[src/encoder_position_stepper_control_macros.svh]
// assertion helpers shared by the top module and the divider
`ifndef ENCODER_POSITION_STEPPER_CONTROL_MACROS_SVH
`define ENCODER_POSITION_STEPPER_CONTROL_MACROS_SVH

`ifndef SYNTHESIS
`define EPSC_ASSERT(lbl, prop, msg) \
  lbl: assert property (@(posedge clk_i) disable iff (!rst_ni) prop) else $error(msg);
`define EPSC_ASSERT_NEVER(lbl, cond, msg) \
  lbl: assert property (@(posedge clk_i) disable iff (!rst_ni) !(cond)) else $error(msg);
`else
`define EPSC_ASSERT(lbl, prop, msg)
`define EPSC_ASSERT_NEVER(lbl, cond, msg)
`endif

`endif

[src/epsc_pkg.sv]
package epsc_pkg;

  localparam int unsigned POS_W      = 31;
  localparam int unsigned ERR_W      = 32;
  localparam int unsigned WORD_W     = 16;
  localparam int unsigned ANGLE_W    = 14;
  localparam int unsigned FORCE_W    = 16;
  localparam int unsigned SPEED_W    = 10;
  localparam int unsigned SPM_W      = 9;
  localparam int unsigned DIVISOR_W  = SPEED_W + SPM_W;
  localparam int unsigned INTERVAL_W = 32;
  localparam int unsigned DELTA_W    = 16;
  localparam int unsigned CFG_IDX_W  = 3;
  localparam int unsigned CFG_DATA_W = 31;

  // register indexes of the configuration port
  localparam logic [CFG_IDX_W-1:0] REG_TARGET_POS   = 3'd0;
  localparam logic [CFG_IDX_W-1:0] REG_TARGET_FORCE = 3'd1;
  localparam logic [CFG_IDX_W-1:0] REG_SPEED        = 3'd2;
  localparam logic [CFG_IDX_W-1:0] REG_TRANS_SPEED  = 3'd3;
  localparam logic [CFG_IDX_W-1:0] REG_INVERT       = 3'd4;

  // 500 mm at 16383 counts per 8 mm
  localparam logic signed [POS_W-1:0]   HOME_COUNTS = 31'sd1023938;
  localparam logic signed [POS_W-1:0]   POS_MAX     = {1'b0, {(POS_W-1){1'b1}}};
  localparam logic signed [POS_W-1:0]   POS_MIN     = {1'b1, {(POS_W-1){1'b0}}};
  localparam logic [ANGLE_W-1:0]        LOW_WRAP    = 14'd2048;
  localparam logic [ANGLE_W-1:0]        HIGH_WRAP   = 14'd14335;
  localparam logic signed [DELTA_W-1:0] TURN_COUNTS = 16'sd16383;
  localparam logic signed [ERR_W-1:0]   POS_TOL     = 32'sd512;
  localparam logic signed [FORCE_W:0]   FORCE_TOL   = 17'sd128;
  localparam logic [SPM_W-1:0]          SPM_MICRO   = 9'd400;
  localparam logic [SPM_W-1:0]          SPM_FULL    = 9'd25;
  localparam logic [SPEED_W-1:0]        SPEED_RESET = 10'd10;
  localparam logic [SPEED_W-1:0]        TRANS_RESET = 10'd17;

  typedef enum logic [2:0] {
    S_IDLE,
    S_DELTA,
    S_POS,
    S_ERR,
    S_DIV,
    S_DONE
  } epsc_state_e;

  typedef struct packed {
    logic load;
    logic delta;
    logic apply;
    logic err;
  } epsc_trk_ctl_t;

endpackage

[src/epsc_intf.sv]
interface epsc_in_if;
  import epsc_pkg::*;

  logic                      valid;
  logic                      ready;
  logic [WORD_W-1:0]         encoder_word;
  logic                      home_switch;
  logic                      start_homing;
  logic signed [FORCE_W-1:0] force_sample;

  modport source (
    output valid, encoder_word, home_switch, start_homing, force_sample,
    input  ready
  );
  modport sink (
    input  valid, encoder_word, home_switch, start_homing, force_sample,
    output ready
  );
endinterface

interface epsc_out_if;
  import epsc_pkg::*;

  logic                    valid;
  logic                    ready;
  logic signed [POS_W-1:0] position_counts;
  logic signed [ERR_W-1:0] position_error;
  logic                    reading_valid;
  logic                    position_fault;
  logic                    force_fault;
  logic                    direction;
  logic                    position_mode;
  logic                    in_position;
  logic                    microstep_on;
  logic [INTERVAL_W-1:0]   step_interval;

  modport source (
    output valid, position_counts, position_error, reading_valid, position_fault,
           force_fault, direction, position_mode, in_position, microstep_on,
           step_interval,
    input  ready
  );
  modport sink (
    input  valid, position_counts, position_error, reading_valid, position_fault,
           force_fault, direction, position_mode, in_position, microstep_on,
           step_interval,
    output ready
  );
endinterface

[src/encoder_position_stepper_control.sv]
// Absolute encoder position tracker with stepper control outputs. One beat on in_i
// (encoder reply, home switch, homing request, force sample) gives exactly one beat
// on out_o. The step timer interval is formed by a bit-serial divider, one quotient
// bit per cycle, which is skipped when speed_mm_s is zero. in_i is ready whenever no
// item is being worked on, even while the previous result waits on out_o. A homing
// request also resets target_position to 0 and speed_mm_s to 10 mm/s. Configuration
// registers are written through cfg_we_i/cfg_idx_i/cfg_wdata_i; the user must do so
// only while no item is in flight, as the block itself does not enforce this.
`include "encoder_position_stepper_control_macros.svh"

module encoder_position_stepper_control #(
  parameter int unsigned TICK_RATE_HZ = 1000000
) (
  input  logic                               clk_i,
  input  logic                               rst_ni,
  epsc_in_if.sink                            in_i,
  epsc_out_if.source                         out_o,
  input  logic                               cfg_we_i,
  input  logic [epsc_pkg::CFG_IDX_W-1:0]     cfg_idx_i,
  input  logic [epsc_pkg::CFG_DATA_W-1:0]    cfg_wdata_i
);
  import epsc_pkg::*;

  epsc_state_e state_q, state_d;
  epsc_trk_ctl_t trk_ctl;

  logic signed [POS_W-1:0]   tpos_q;
  logic signed [FORCE_W-1:0] tforce_q;
  logic [SPEED_W-1:0]        speed_q, trans_q;
  logic                      invert_q;

  logic signed [FORCE_W-1:0] force_q;
  logic [DIVISOR_W-1:0]      divisor_q;
  logic                      micro_q;

  logic                      in_fire, div_start, div_busy, div_done, out_load;
  logic [INTERVAL_W-1:0]     div_quot;
  logic signed [POS_W-1:0]   trk_pos;
  logic signed [ERR_W-1:0]   trk_err;
  logic                      trk_valid;

  logic signed [FORCE_W:0]   ferr;
  logic                      pmode, pfault, ffault, dir;

  logic                      out_valid_q;

  assign in_fire  = in_i.valid && in_i.ready;
  assign in_i.ready = (state_q == S_IDLE);

  // configuration registers, homing overrides target and speed
  always_ff @(posedge clk_i or negedge rst_ni) begin
    if (!rst_ni) begin
      tpos_q   <= '0;
      tforce_q <= '0;
      speed_q  <= SPEED_RESET;
      trans_q  <= TRANS_RESET;
      invert_q <= 1'b0;
    end else begin
      if (cfg_we_i) begin
        unique case (cfg_idx_i)
          REG_TARGET_POS:   tpos_q   <= cfg_wdata_i[POS_W-1:0];
          REG_TARGET_FORCE: tforce_q <= cfg_wdata_i[FORCE_W-1:0];
          REG_SPEED:        speed_q  <= cfg_wdata_i[SPEED_W-1:0];
          REG_TRANS_SPEED:  trans_q  <= cfg_wdata_i[SPEED_W-1:0];
          REG_INVERT:       invert_q <= cfg_wdata_i[0];
          default: ;
        endcase
      end
      if (in_fire && in_i.start_homing) begin
        tpos_q  <= '0;
        speed_q <= SPEED_RESET;
      end
    end
  end

  always_ff @(posedge clk_i or negedge rst_ni) begin
    if (!rst_ni) begin
      state_q <= S_IDLE;
    end else begin
      state_q <= state_d;
    end
  end

  always_comb begin
    state_d   = state_q;
    trk_ctl   = '0;
    div_start = 1'b0;
    out_load  = 1'b0;
    unique case (state_q)
      S_IDLE: begin
        if (in_fire) begin
          trk_ctl.load = 1'b1;
          state_d      = S_DELTA;
        end
      end
      S_DELTA: begin
        trk_ctl.delta = 1'b1;
        state_d       = S_POS;
      end
      S_POS: begin
        trk_ctl.apply = 1'b1;
        state_d       = S_ERR;
      end
      S_ERR: begin
        trk_ctl.err = 1'b1;
        if (speed_q != '0) begin
          div_start = 1'b1;
          state_d   = S_DIV;
        end else begin
          state_d = S_DONE;
        end
      end
      S_DIV: begin
        if (div_done) begin
          state_d = S_DONE;
        end
      end
      S_DONE: begin
        if (!out_valid_q || out_o.ready) begin
          out_load = 1'b1;
          state_d  = S_IDLE;
        end
      end
      default: state_d = S_IDLE;
    endcase
  end

  always_ff @(posedge clk_i) begin
    if (in_fire) begin
      force_q <= in_i.force_sample;
    end
    if (state_q == S_DELTA) begin
      micro_q   <= (speed_q <= trans_q);
      divisor_q <= DIVISOR_W'(speed_q) *
                   DIVISOR_W'((speed_q <= trans_q) ? SPM_MICRO : SPM_FULL);
    end
  end

  epsc_track u_track (
    .clk_i          (clk_i),
    .rst_ni         (rst_ni),
    .ctl_i          (trk_ctl),
    .word_i         (in_i.encoder_word),
    .home_switch_i  (in_i.home_switch),
    .start_homing_i (in_i.start_homing),
    .invert_i       (invert_q),
    .target_i       (tpos_q),
    .pos_o          (trk_pos),
    .err_o          (trk_err),
    .valid_o        (trk_valid)
  );

  epsc_div #(
    .TICK_RATE_HZ (TICK_RATE_HZ)
  ) u_div (
    .clk_i     (clk_i),
    .rst_ni    (rst_ni),
    .start_i   (div_start),
    .divisor_i (divisor_q),
    .busy_o    (div_busy),
    .done_o    (div_done),
    .quot_o    (div_quot)
  );

  always_comb begin
    ferr   = $signed({tforce_q[FORCE_W-1], tforce_q}) - $signed({force_q[FORCE_W-1], force_q});
    pmode  = (tforce_q == '0);
    pfault = (trk_err >= POS_TOL) || (trk_err <= -POS_TOL);
    ffault = (ferr > FORCE_TOL) || (ferr < -FORCE_TOL);
    // drive toward the selected error, zero counts as negative
    if (pmode) begin
      dir = trk_err[ERR_W-1] || (trk_err == '0);
    end else begin
      dir = ferr[FORCE_W] || (ferr == '0);
    end
  end

  always_ff @(posedge clk_i or negedge rst_ni) begin
    if (!rst_ni) begin
      out_valid_q <= 1'b0;
    end else if (out_load) begin
      out_valid_q <= 1'b1;
    end else if (out_o.ready) begin
      out_valid_q <= 1'b0;
    end
  end

  always_ff @(posedge clk_i) begin
    if (out_load) begin
      out_o.position_counts <= trk_pos;
      out_o.position_error  <= trk_err;
      out_o.reading_valid   <= trk_valid;
      out_o.position_fault  <= pfault;
      out_o.force_fault     <= ffault;
      out_o.direction       <= dir;
      out_o.position_mode   <= pmode;
      out_o.in_position     <= pmode && !pfault;
      out_o.microstep_on    <= micro_q;
      out_o.step_interval   <= (speed_q == '0) ? '1 : div_quot;
    end
  end

  assign out_o.valid = out_valid_q;

  `EPSC_ASSERT(a_out_from_done, $rose(out_valid_q) |-> $past(state_q == S_DONE), "result not from done")
  `EPSC_ASSERT(a_div_running, (state_q == S_DIV) |-> (div_busy || div_done), "waiting on idle divider")
  `EPSC_ASSERT_NEVER(a_no_zero_div, (state_q == S_DIV) && (speed_q == '0), "divide by zero speed")

endmodule

[src/epsc_track.sv]
module epsc_track (
  input  logic                             clk_i,
  input  logic                             rst_ni,
  input  epsc_pkg::epsc_trk_ctl_t          ctl_i,
  input  logic [epsc_pkg::WORD_W-1:0]      word_i,
  input  logic                             home_switch_i,
  input  logic                             start_homing_i,
  input  logic                             invert_i,
  input  logic signed [epsc_pkg::POS_W-1:0] target_i,
  output logic signed [epsc_pkg::POS_W-1:0] pos_o,
  output logic signed [epsc_pkg::ERR_W-1:0] err_o,
  output logic                             valid_o
);
  import epsc_pkg::*;

  logic signed [POS_W-1:0]   pos_q, pos_d, pos_sat;
  logic [ANGLE_W-1:0]        prev_q, prev_d, angle;
  logic                      homed_q, homed_d;
  logic [WORD_W-1:0]         word_q;
  logic signed [DELTA_W-1:0] delta_q, raw, wrapped;
  logic                      valid_q;
  logic signed [ERR_W-1:0]   err_q, sum;

  assign angle = word_q[ANGLE_W-1:0];

  always_comb begin
    raw = $signed({2'b00, angle}) - $signed({2'b00, prev_q});
    // crossing the zero point in either direction
    if (angle < LOW_WRAP && prev_q > HIGH_WRAP) begin
      wrapped = raw + TURN_COUNTS;
    end else if (angle > HIGH_WRAP && prev_q < LOW_WRAP) begin
      wrapped = raw - TURN_COUNTS;
    end else begin
      wrapped = raw;
    end
  end

  always_comb begin
    sum = {pos_q[POS_W-1], pos_q} + {{(ERR_W-DELTA_W){delta_q[DELTA_W-1]}}, delta_q};
    if (sum[ERR_W-1] != sum[ERR_W-2]) begin
      pos_sat = sum[ERR_W-1] ? POS_MIN : POS_MAX;
    end else begin
      pos_sat = sum[POS_W-1:0];
    end
  end

  always_comb begin
    pos_d   = pos_q;
    homed_d = homed_q;
    prev_d  = prev_q;
    if (ctl_i.load) begin
      if (start_homing_i) begin
        homed_d = 1'b0;
        pos_d   = HOME_COUNTS;
      end
      if (!home_switch_i && !homed_d) begin
        homed_d = 1'b1;
        pos_d   = '0;
      end
    end
    if (ctl_i.apply && valid_q) begin
      pos_d  = pos_sat;
      prev_d = angle;
    end
  end

  always_ff @(posedge clk_i or negedge rst_ni) begin
    if (!rst_ni) begin
      pos_q   <= HOME_COUNTS;
      prev_q  <= '0;
      homed_q <= 1'b0;
    end else begin
      pos_q   <= pos_d;
      prev_q  <= prev_d;
      homed_q <= homed_d;
    end
  end

  always_ff @(posedge clk_i) begin
    if (ctl_i.load) begin
      word_q <= word_i;
    end
    if (ctl_i.delta) begin
      valid_q <= ~^word_q;
      delta_q <= invert_i ? -wrapped : wrapped;
    end
    if (ctl_i.err) begin
      err_q <= {target_i[POS_W-1], target_i} - {pos_q[POS_W-1], pos_q};
    end
  end

  assign pos_o   = pos_q;
  assign err_o   = err_q;
  assign valid_o = valid_q;

endmodule

[src/epsc_div.sv]
`include "encoder_position_stepper_control_macros.svh"

module epsc_div #(
  parameter int unsigned TICK_RATE_HZ = 1000000
) (
  input  logic                              clk_i,
  input  logic                              rst_ni,
  input  logic                              start_i,
  input  logic [epsc_pkg::DIVISOR_W-1:0]    divisor_i,
  output logic                              busy_o,
  output logic                              done_o,
  output logic [epsc_pkg::INTERVAL_W-1:0]   quot_o
);
  import epsc_pkg::*;

  localparam int unsigned QW = $clog2(TICK_RATE_HZ + 1);
  localparam int unsigned CW = $clog2(QW + 1);
  localparam logic [QW-1:0] DIVIDEND = QW'(TICK_RATE_HZ);
  localparam logic [CW-1:0] STEPS    = CW'(QW);
  localparam logic [CW-1:0] LAST     = CW'(1);

  logic                 busy_q, done_q;
  logic [CW-1:0]        cnt_q;
  logic [QW-1:0]        quo_q;
  logic [DIVISOR_W-1:0] rem_q, den_q;
  logic [DIVISOR_W:0]   trial, diff;
  logic                 fits;

  // restoring division, one quotient bit per cycle
  always_comb begin
    trial = {rem_q, quo_q[QW-1]};
    diff  = trial - {1'b0, den_q};
    fits  = trial >= {1'b0, den_q};
  end

  always_ff @(posedge clk_i or negedge rst_ni) begin
    if (!rst_ni) begin
      busy_q <= 1'b0;
      done_q <= 1'b0;
      cnt_q  <= '0;
    end else begin
      done_q <= 1'b0;
      if (start_i) begin
        busy_q <= 1'b1;
        cnt_q  <= STEPS;
      end else if (busy_q) begin
        cnt_q <= cnt_q - LAST;
        if (cnt_q == LAST) begin
          busy_q <= 1'b0;
          done_q <= 1'b1;
        end
      end
    end
  end

  always_ff @(posedge clk_i) begin
    if (start_i) begin
      den_q <= divisor_i;
      rem_q <= '0;
      quo_q <= DIVIDEND;
    end else if (busy_q) begin
      rem_q <= fits ? diff[DIVISOR_W-1:0] : trial[DIVISOR_W-1:0];
      quo_q <= {quo_q[QW-2:0], fits};
    end
  end

  assign busy_o = busy_q;
  assign done_o = done_q;
  assign quot_o = INTERVAL_W'(quo_q);

  `EPSC_ASSERT(a_no_restart, start_i |-> !busy_q, "divider restarted while busy")
  `EPSC_ASSERT(a_done_ends_run, done_q |-> ($past(busy_q) && !busy_q), "done without a run")

endmodule
[src/flat_wrapper.sv]
// flat-port wrapper written by rule: the top's interface ports become plain ports
module encoder_position_stepper_control_flat import epsc_pkg::*;
#(
  parameter int unsigned TICK_RATE_HZ = 1000000
)
  (clk_i, rst_ni, cfg_we_i, cfg_idx_i, cfg_wdata_i, in_i_valid, in_i_encoder_word, in_i_home_switch, in_i_start_homing, in_i_force_sample, in_i_ready, out_o_valid, out_o_position_counts, out_o_position_error, out_o_reading_valid, out_o_position_fault, out_o_force_fault, out_o_direction, out_o_position_mode, out_o_in_position, out_o_microstep_on, out_o_step_interval, out_o_ready);
  epsc_in_if in_i_i ();
  epsc_out_if out_o_i ();
  input  logic clk_i;
  input  logic rst_ni;
  input  logic cfg_we_i;
  input  logic [epsc_pkg::CFG_IDX_W-1:0] cfg_idx_i;
  input  logic [epsc_pkg::CFG_DATA_W-1:0] cfg_wdata_i;
  input wire logic [$bits(in_i_i.valid)-1:0] in_i_valid;
  input wire logic [$bits(in_i_i.encoder_word)-1:0] in_i_encoder_word;
  input wire logic [$bits(in_i_i.home_switch)-1:0] in_i_home_switch;
  input wire logic [$bits(in_i_i.start_homing)-1:0] in_i_start_homing;
  input wire logic [$bits(in_i_i.force_sample)-1:0] in_i_force_sample;
  output wire logic [$bits(in_i_i.ready)-1:0] in_i_ready;
  output wire logic [$bits(out_o_i.valid)-1:0] out_o_valid;
  output wire logic [$bits(out_o_i.position_counts)-1:0] out_o_position_counts;
  output wire logic [$bits(out_o_i.position_error)-1:0] out_o_position_error;
  output wire logic [$bits(out_o_i.reading_valid)-1:0] out_o_reading_valid;
  output wire logic [$bits(out_o_i.position_fault)-1:0] out_o_position_fault;
  output wire logic [$bits(out_o_i.force_fault)-1:0] out_o_force_fault;
  output wire logic [$bits(out_o_i.direction)-1:0] out_o_direction;
  output wire logic [$bits(out_o_i.position_mode)-1:0] out_o_position_mode;
  output wire logic [$bits(out_o_i.in_position)-1:0] out_o_in_position;
  output wire logic [$bits(out_o_i.microstep_on)-1:0] out_o_microstep_on;
  output wire logic [$bits(out_o_i.step_interval)-1:0] out_o_step_interval;
  input wire logic [$bits(out_o_i.ready)-1:0] out_o_ready;
  assign in_i_i.valid = in_i_valid;
  assign in_i_i.encoder_word = in_i_encoder_word;
  assign in_i_i.home_switch = in_i_home_switch;
  assign in_i_i.start_homing = in_i_start_homing;
  assign in_i_i.force_sample = in_i_force_sample;
  assign in_i_ready = in_i_i.ready;
  assign out_o_valid = out_o_i.valid;
  assign out_o_position_counts = out_o_i.position_counts;
  assign out_o_position_error = out_o_i.position_error;
  assign out_o_reading_valid = out_o_i.reading_valid;
  assign out_o_position_fault = out_o_i.position_fault;
  assign out_o_force_fault = out_o_i.force_fault;
  assign out_o_direction = out_o_i.direction;
  assign out_o_position_mode = out_o_i.position_mode;
  assign out_o_in_position = out_o_i.in_position;
  assign out_o_microstep_on = out_o_i.microstep_on;
  assign out_o_step_interval = out_o_i.step_interval;
  assign out_o_i.ready = out_o_ready;
  encoder_position_stepper_control #(.TICK_RATE_HZ(TICK_RATE_HZ)) u_core (.clk_i(clk_i), .rst_ni(rst_ni), .in_i(in_i_i), .out_o(out_o_i), .cfg_we_i(cfg_we_i), .cfg_idx_i(cfg_idx_i), .cfg_wdata_i(cfg_wdata_i));
endmodule
[config.mk]
export PLATFORM = sky130hd
export DESIGN_NAME = encoder_position_stepper_control_flat
export DESIGN_NICKNAME = d
export VERILOG_FILES = /design/src/epsc_pkg.sv /design/src/epsc_intf.sv /design/src/encoder_position_stepper_control.sv /design/src/epsc_track.sv /design/src/epsc_div.sv /design/src/flat_wrapper.sv
export VERILOG_INCLUDE_DIRS = /design/src /design/src/src
export SDC_FILE = /design/constraint.sdc
export NUM_CORES = 1
export LEC_CHECK = 0
export ABC_AREA = 1
export BUFFER_PORTS_ARGS = -buffer_cell sky130_fd_sc_hd__buf_2
export CORE_ASPECT_RATIO = 1.4
export CORE_MARGIN = 2
export CORE_UTILIZATION = 55
export DETAILED_ROUTE_END_ITERATION = 6
export GPL_ROUTABILITY_DRIVEN = 0
export PLACE_DENSITY = 0.77
export SLEW_MARGIN = 25
export SYNTH_ARGS = -nofsm -noshare
export SYNTH_HDL_FRONTEND = slang
export SYNTH_SLANG_ARGS = --single-unit
export TNS_END_PERCENT = 20
[constraint.sdc]
create_clock -name clk_i -period 5.89 [get_ports clk_i]
set_clock_uncertainty 0.05 [all_clocks]
set_input_delay 0.8835 -clock clk_i [delete_from_list [all_inputs] [get_ports clk_i]]
set_output_delay 0.8835 -clock clk_i [all_outputs]
set_load 0.02 [all_outputs]
# Word level (Yosys, flattened, before mapping)
# Index checks and enable logic that the tools add are counted.
[totals] ff_bits=386 input_bits=73 output_inout_bits=104
[classes] n_mul=1 n_eq_ne=14 magnitude_cmp=10 reduce_logical=38 n_mux=46 n_addsub=9
[ops] op="$mux W31" count=9
[ops] op="$mux W16" count=3
[ops] op="$add A31 B16 Y32" count=1
[ops] op="$ge A32 B11 Y1 const B" count=1
[ops] op="$le A32 B10 Y1 const B" count=1
[ops] op="$logic_not A32 Y1" count=1
[ops] op="$mux W32" count=1
[ops] op="$sub A31 B31 Y32" count=1
[ops] op="$mux W10" count=3
[ops] op="$gt A14 B14 Y1 const B" count=2
[ops] op="$lt A14 B12 Y1 const B" count=2
[ops] op="$mux W1" count=22
[ops] op="$ge A20 B19 Y1" count=1
[ops] op="$mul A10 B19 Y19" count=1
[ops] op="$mux W19" count=1
[ops] op="$sub A19 B19 Y19" count=1
[ops] op="$pmux W3 S6" count=1
[ops] op="$gt A17 B9 Y1 const B" count=1
[ops] op="$logic_not A17 Y1" count=1
[ops] op="$lt A17 B8 Y1 const B" count=1
[ops] op="$sub A16 B16 Y17" count=1
[ops] op="$add A16 B15 Y16 const B" count=1
[ops] op="$logic_not A16 Y1" count=1
[ops] op="$neg A16 Y16" count=1
[ops] op="other kinds (25)" count=59

# Depth between registers and ports, before layout
[depth] depth_word=10 mapped_depth=30 mapped_depth_nobuf=30

# Cells and area by module
# From an unflattened synthesis, not the netlist that was laid out.
[hier_totals] cells_unflattened=2845 area_unflattened_um2=24120.6
[by_module_without_submodules] mod="encoder_position_stepper_control" area_per_inst_um2=10667.7 n_inst=1 cells_each=1034
[by_module_without_submodules] mod="epsc_track" area_per_inst_um2=9603.0 n_inst=1 cells_each=1289
[by_module_without_submodules] mod="epsc_div" area_per_inst_um2=3849.9 n_inst=1 cells_each=522

# Worst setup path after synthesis
# Ideal clock, no wire load.
[synth_timing] kind="flip-flop to flip-flop" startpoint="reg u_core.speed_q[1]" endpoint="reg u_core.divisor_q[17] (data pin)" path_stages_with_launch=28 t_arrival_ns=5.152 slack_ns=0.427 path_buffers=0 period_less_slack_ns=5.463 required_time_ns=5.580 path_cell_list="dfstp_2 ha_1 inv_1 nor2_1 nor2_1 o21a_1 o21ai_0 a221oi_1 o21ai_0 nand2_1 clkinv_1 nor2_1 ha_1 fa_1 inv_1 fa_1 fa_1 inv_1 ha_1 nand2_1 o21ai_0 a21o_1 a21oi_1 o21ai_0 a21oi_1 nor2_1 nor2_1 xor2_1"
[synth_via] elab_chain_len=3
[synth_lines] element="start, declared" line="encoder_position_stepper_control.sv:29" rtl="logic [SPEED_W-1:0] speed_q, trans_q;"
[synth_lines] element="start signal, assigned" line="encoder_position_stepper_control.sv:63" rtl="REG_SPEED: speed_q <= cfg_wdata_i[SPEED_W-1:0];"
[synth_lines] element="$le A10 B10 Y1" line="encoder_position_stepper_control.sv:135" rtl="DIVISOR_W'((speed_q <= trans_q) ? SPM_MICRO : SPM_FULL);"
[synth_lines] element="$mux W9" line="encoder_position_stepper_control.sv:135"
[synth_lines] element="$mul A10 B19 Y19 (*)" line="encoder_position_stepper_control.sv:134" rtl="divisor_q <= DIVISOR_W'(speed_q) *"
[synth_lines] element="end signal, assigned" line="encoder_position_stepper_control.sv:134"
[synth_lines] element="end, declared" line="encoder_position_stepper_control.sv:33" rtl="logic [DIVISOR_W-1:0] divisor_q;"
# Mark *: on every way between the ends. The rest lies on a longest branch, timed or not.
# A chain may end at the register's enable or synchronous reset.

# Worst setup path in the final report
# Same ends and word-level chain as after synthesis.

==> metrics <==
Die W 176 um; r2r setup slk 0.26 ns; vias per std cell 5.51; max-slew violations 0; largest fanout on the critical path 5; vias 18600; DRT iter0 DRCs 1203; post-DR wirelength/cell 16.3 um; FMAX 178 MHz; IO Port Bufs 176; CP Class flop to flop; Yosys top cell area share 28.0%; final wirelength 54800 um; final non-filler cell total 3365; drt first pass iters 6; most frequent cells in the layout 603 x nand2_1, 386 x inv_1, 211 x edfxtp_1; worst r2r src u_core.speed_q[1]; Die Y 244 um; area leader, netlist edfxtp_1; CP endpoint kind flop; Warnings, synthesis 0; DP HPWL 42600 um; first-pass GRT wire length 88100 um; Synth Instances 2610; worst hold slack 0.368 ns; # rows 88; GR Util All Layers 25.4%; largest net degree at the start of global routing 70; Routed Antenna Nets 0; Clock Latency Late Sink 0.55 ns; status finished clean; GRT met2 Usage 46.8%; GR Layer Usage met3 4.38%; htree depth 2; Cells on Worst Hold Path 0; Crit-path slowest cell dfstp_2; Final Hold Viols 0; Mean Syn Cell Area 8.68 um2; Synth area leaders edfxtp_1 28%, dfrtp_1 12%, ha_1 11%, nand2_1 10%, inv_1 6.4%; fin util 62.3%; DRC viols 0; CP startpoint kind flop; post-synthesis sequential area ratio 45.3%; Most Used Layer, Global Route met2; flops & latches, synth 375; layout cells sized above 1 12.3%; CTS buffer count 39; Final Setup Violations 0; clk sinks 375; synthesized cell area 22600 um2; Initial Utilization 55.3%; Final Cycle Share 95.5%; hold path startpoint u_core.divisor_q[15]; root buf cell clkbuf_16; total grt overflow 0; DP Cell Count 3282; vias in the first global route 18400; critical path's most frequent cell nor2_1; max cap viols 0; CP max stage delay 0.57 ns; Hold-fix buffers, CTS 0; worst-margin pin slew 0.963 ns; CORE AREA 41000 um2; HP Class flop to flop; r2r endpoint u_core.divisor_q[17]; Worst Hold Path EP u_core.u_div.den_q[15]; I/O Pins 177; maximum clock path buffer count 3; CTS tree built; die area 42800 um2; post-synthesis cell type count 53; most common cell after layout, fill and taps aside nand2_1; post-route minimum period 5.63 ns; register clock-pin slew on the reported worst setup and hold paths 0.06 ns; setup TNS 0 ns; GRT met1 Usage 27.5%; Post-Syn Nets 2898; CP Data Arrival Time 5.86 ns; area grow syn2layout 12.7%; worst rel slew slack 35.7%; Nets 3080; WP data required 6.13 ns; antenna violations before repair 3; R2R cell count 28
[how the worst max path moves through the flow]
stage	start	to	slack [ns]	cells after the start
4_1_cts	u_core.speed_q[1]	u_core.divisor_q[17]	0.03	27
6_report	u_core.speed_q[1]	u_core.divisor_q[17]	0.26	28
5_1_grt	u_core.speed_q[3]	u_core.divisor_q[17]	-0.05	27
3_3_place_gp	u_core.speed_q[1]	u_core.divisor_q[17]	0.18	27
2_1_floorplan	u_core.speed_q[1]	u_core.divisor_q[17]	0.43	27
3_5_place_dp	u_core.speed_q[1]	u_core.divisor_q[17]	-0.06	27
[cell families after synthesis]
family | after synthesis | share of synthesized area [%]
buffers and inverters | 449 | 7.83
adders and majority gates | 215 | 12.6
DFF | 375 | 45.3
and+or+nand+nor | 1047 | 19.3
muxes | 6 | 0.298
AOI/OAI and AO/OA | 405 | 10.2
xor gates and xnor gates | 113 | 4.40
[Yosys cell counts (all sizes together)]
cell type  number
clkinv          4
nand2         614
o21a            3
o2111ai         1
and2            5
nor3b           2
inv           391
or4             1
dfrtp         108
a21o           17
ha            193
o21ai         160
o21bai          7
clkbuf         30
o211ai         13
a21boi          6
edfxtp        211
xor2           70
nand3b          6
a31oi          15
dfxtp          39
buf            24
a21oi         140
dfstp          17
o22ai          19
a2111oi         1
nand3         144
or2             1
a22oi           8
a31o            1
o31ai           6
nor4           19
nor3           15
mux2            6
nor2          208
fa             22
nand4          32
a32o            1
xnor2          43
a211oi          4
a221oi          3
[flip-flops by register name (all words and copies together) (netlist names), 3 cells and up]
signal and cells:
u_core.trans_q 10, u_core.out_o.position_error 32, u_core.u_div.rem_q 19, u_core.u_track.err_o 32
u_core.divisor_q 19, u_core.tforce_q 16, u_core.out_o.step_interval 21, u_core.u_div.quo_q 20
u_core.speed_q 10, u_core.u_track.prev_q 14, u_core.force_q 16, u_core.tpos_q 31
u_core.u_track.pos_o 31, u_core.u_track.word_q 16, u_core.u_track.delta_q 16, u_core.state_q 3
u_core.u_div.cnt_q 5, u_core.out_o.position_counts 31, u_core.u_div.den_q 19
[repair_timing]
item                                   4_1_cts  5_1_grt
resized for setup                            3       21
setup endpoints to repair                    1        4
setup buffers                                0        6
endpoints found under the hold margin        0        0
gates cloned                                 0        1
pin swaps                                    0       10
[stage by stage]
| stage | setup slack (ns) | area, um2 |
|---|---|---|
| final | 0.264 | 25500 |
| after global routing | -0.0481 | 25500 |
| after CTS | 0.0343 | 25300 |
| after detailed placement | -0.0552 | 24000 |
| after global placement | 0.185 | 24000 |
| after floorplan | 0.427 | 22600 |
[final cells by class]
| cell class | instances | area, um2 |
|---|---|---|
| Timing Repair Buffer | 195 | 1060 |
| Clock buffer | 51 | 1100 |
| Multi-Input combinational cell | 1786 | 10700 |
| Fill cell | 3358 | 15400 |
| Clock inverter | 21 | 204 |
| Tap cell | 540 | 676 |
| Antenna cell | 2 | 5.00 |
| Inverter | 395 | 1480 |
| Sequential cell | 375 | 10300 |
[critical path: cells and delay by family (launching register included)]
| kind | cells | cell delay, ns |
|---|---|---|
| simple gates | 7 | 0.69 |
| compound gates | 10 | 1.55 |
| flops | 1 | 0.57 |
| xor+xnor | 1 | 0.08 |
| buf+inv | 4 | 0.28 |
| fa+ha+maj | 6 | 2.14 |
[layer usage]
| layer | routed length, um | share of wire [%] | up-vias |
|---|---|---|---|
| met5 | 18 | 0.033 | - |
| li1 | - | - | 9032 |
| met4 | 3040 | 5.5 | 4 |
| met2 | 28400 | 52 | 620 |
| met3 | 3160 | 5.8 | 198 |
| met1 | 20200 | 37 | 8699 |
Power is not shown: default switching activity piles up to over one toggle a cycle in this logic, so the estimate is an artifact.
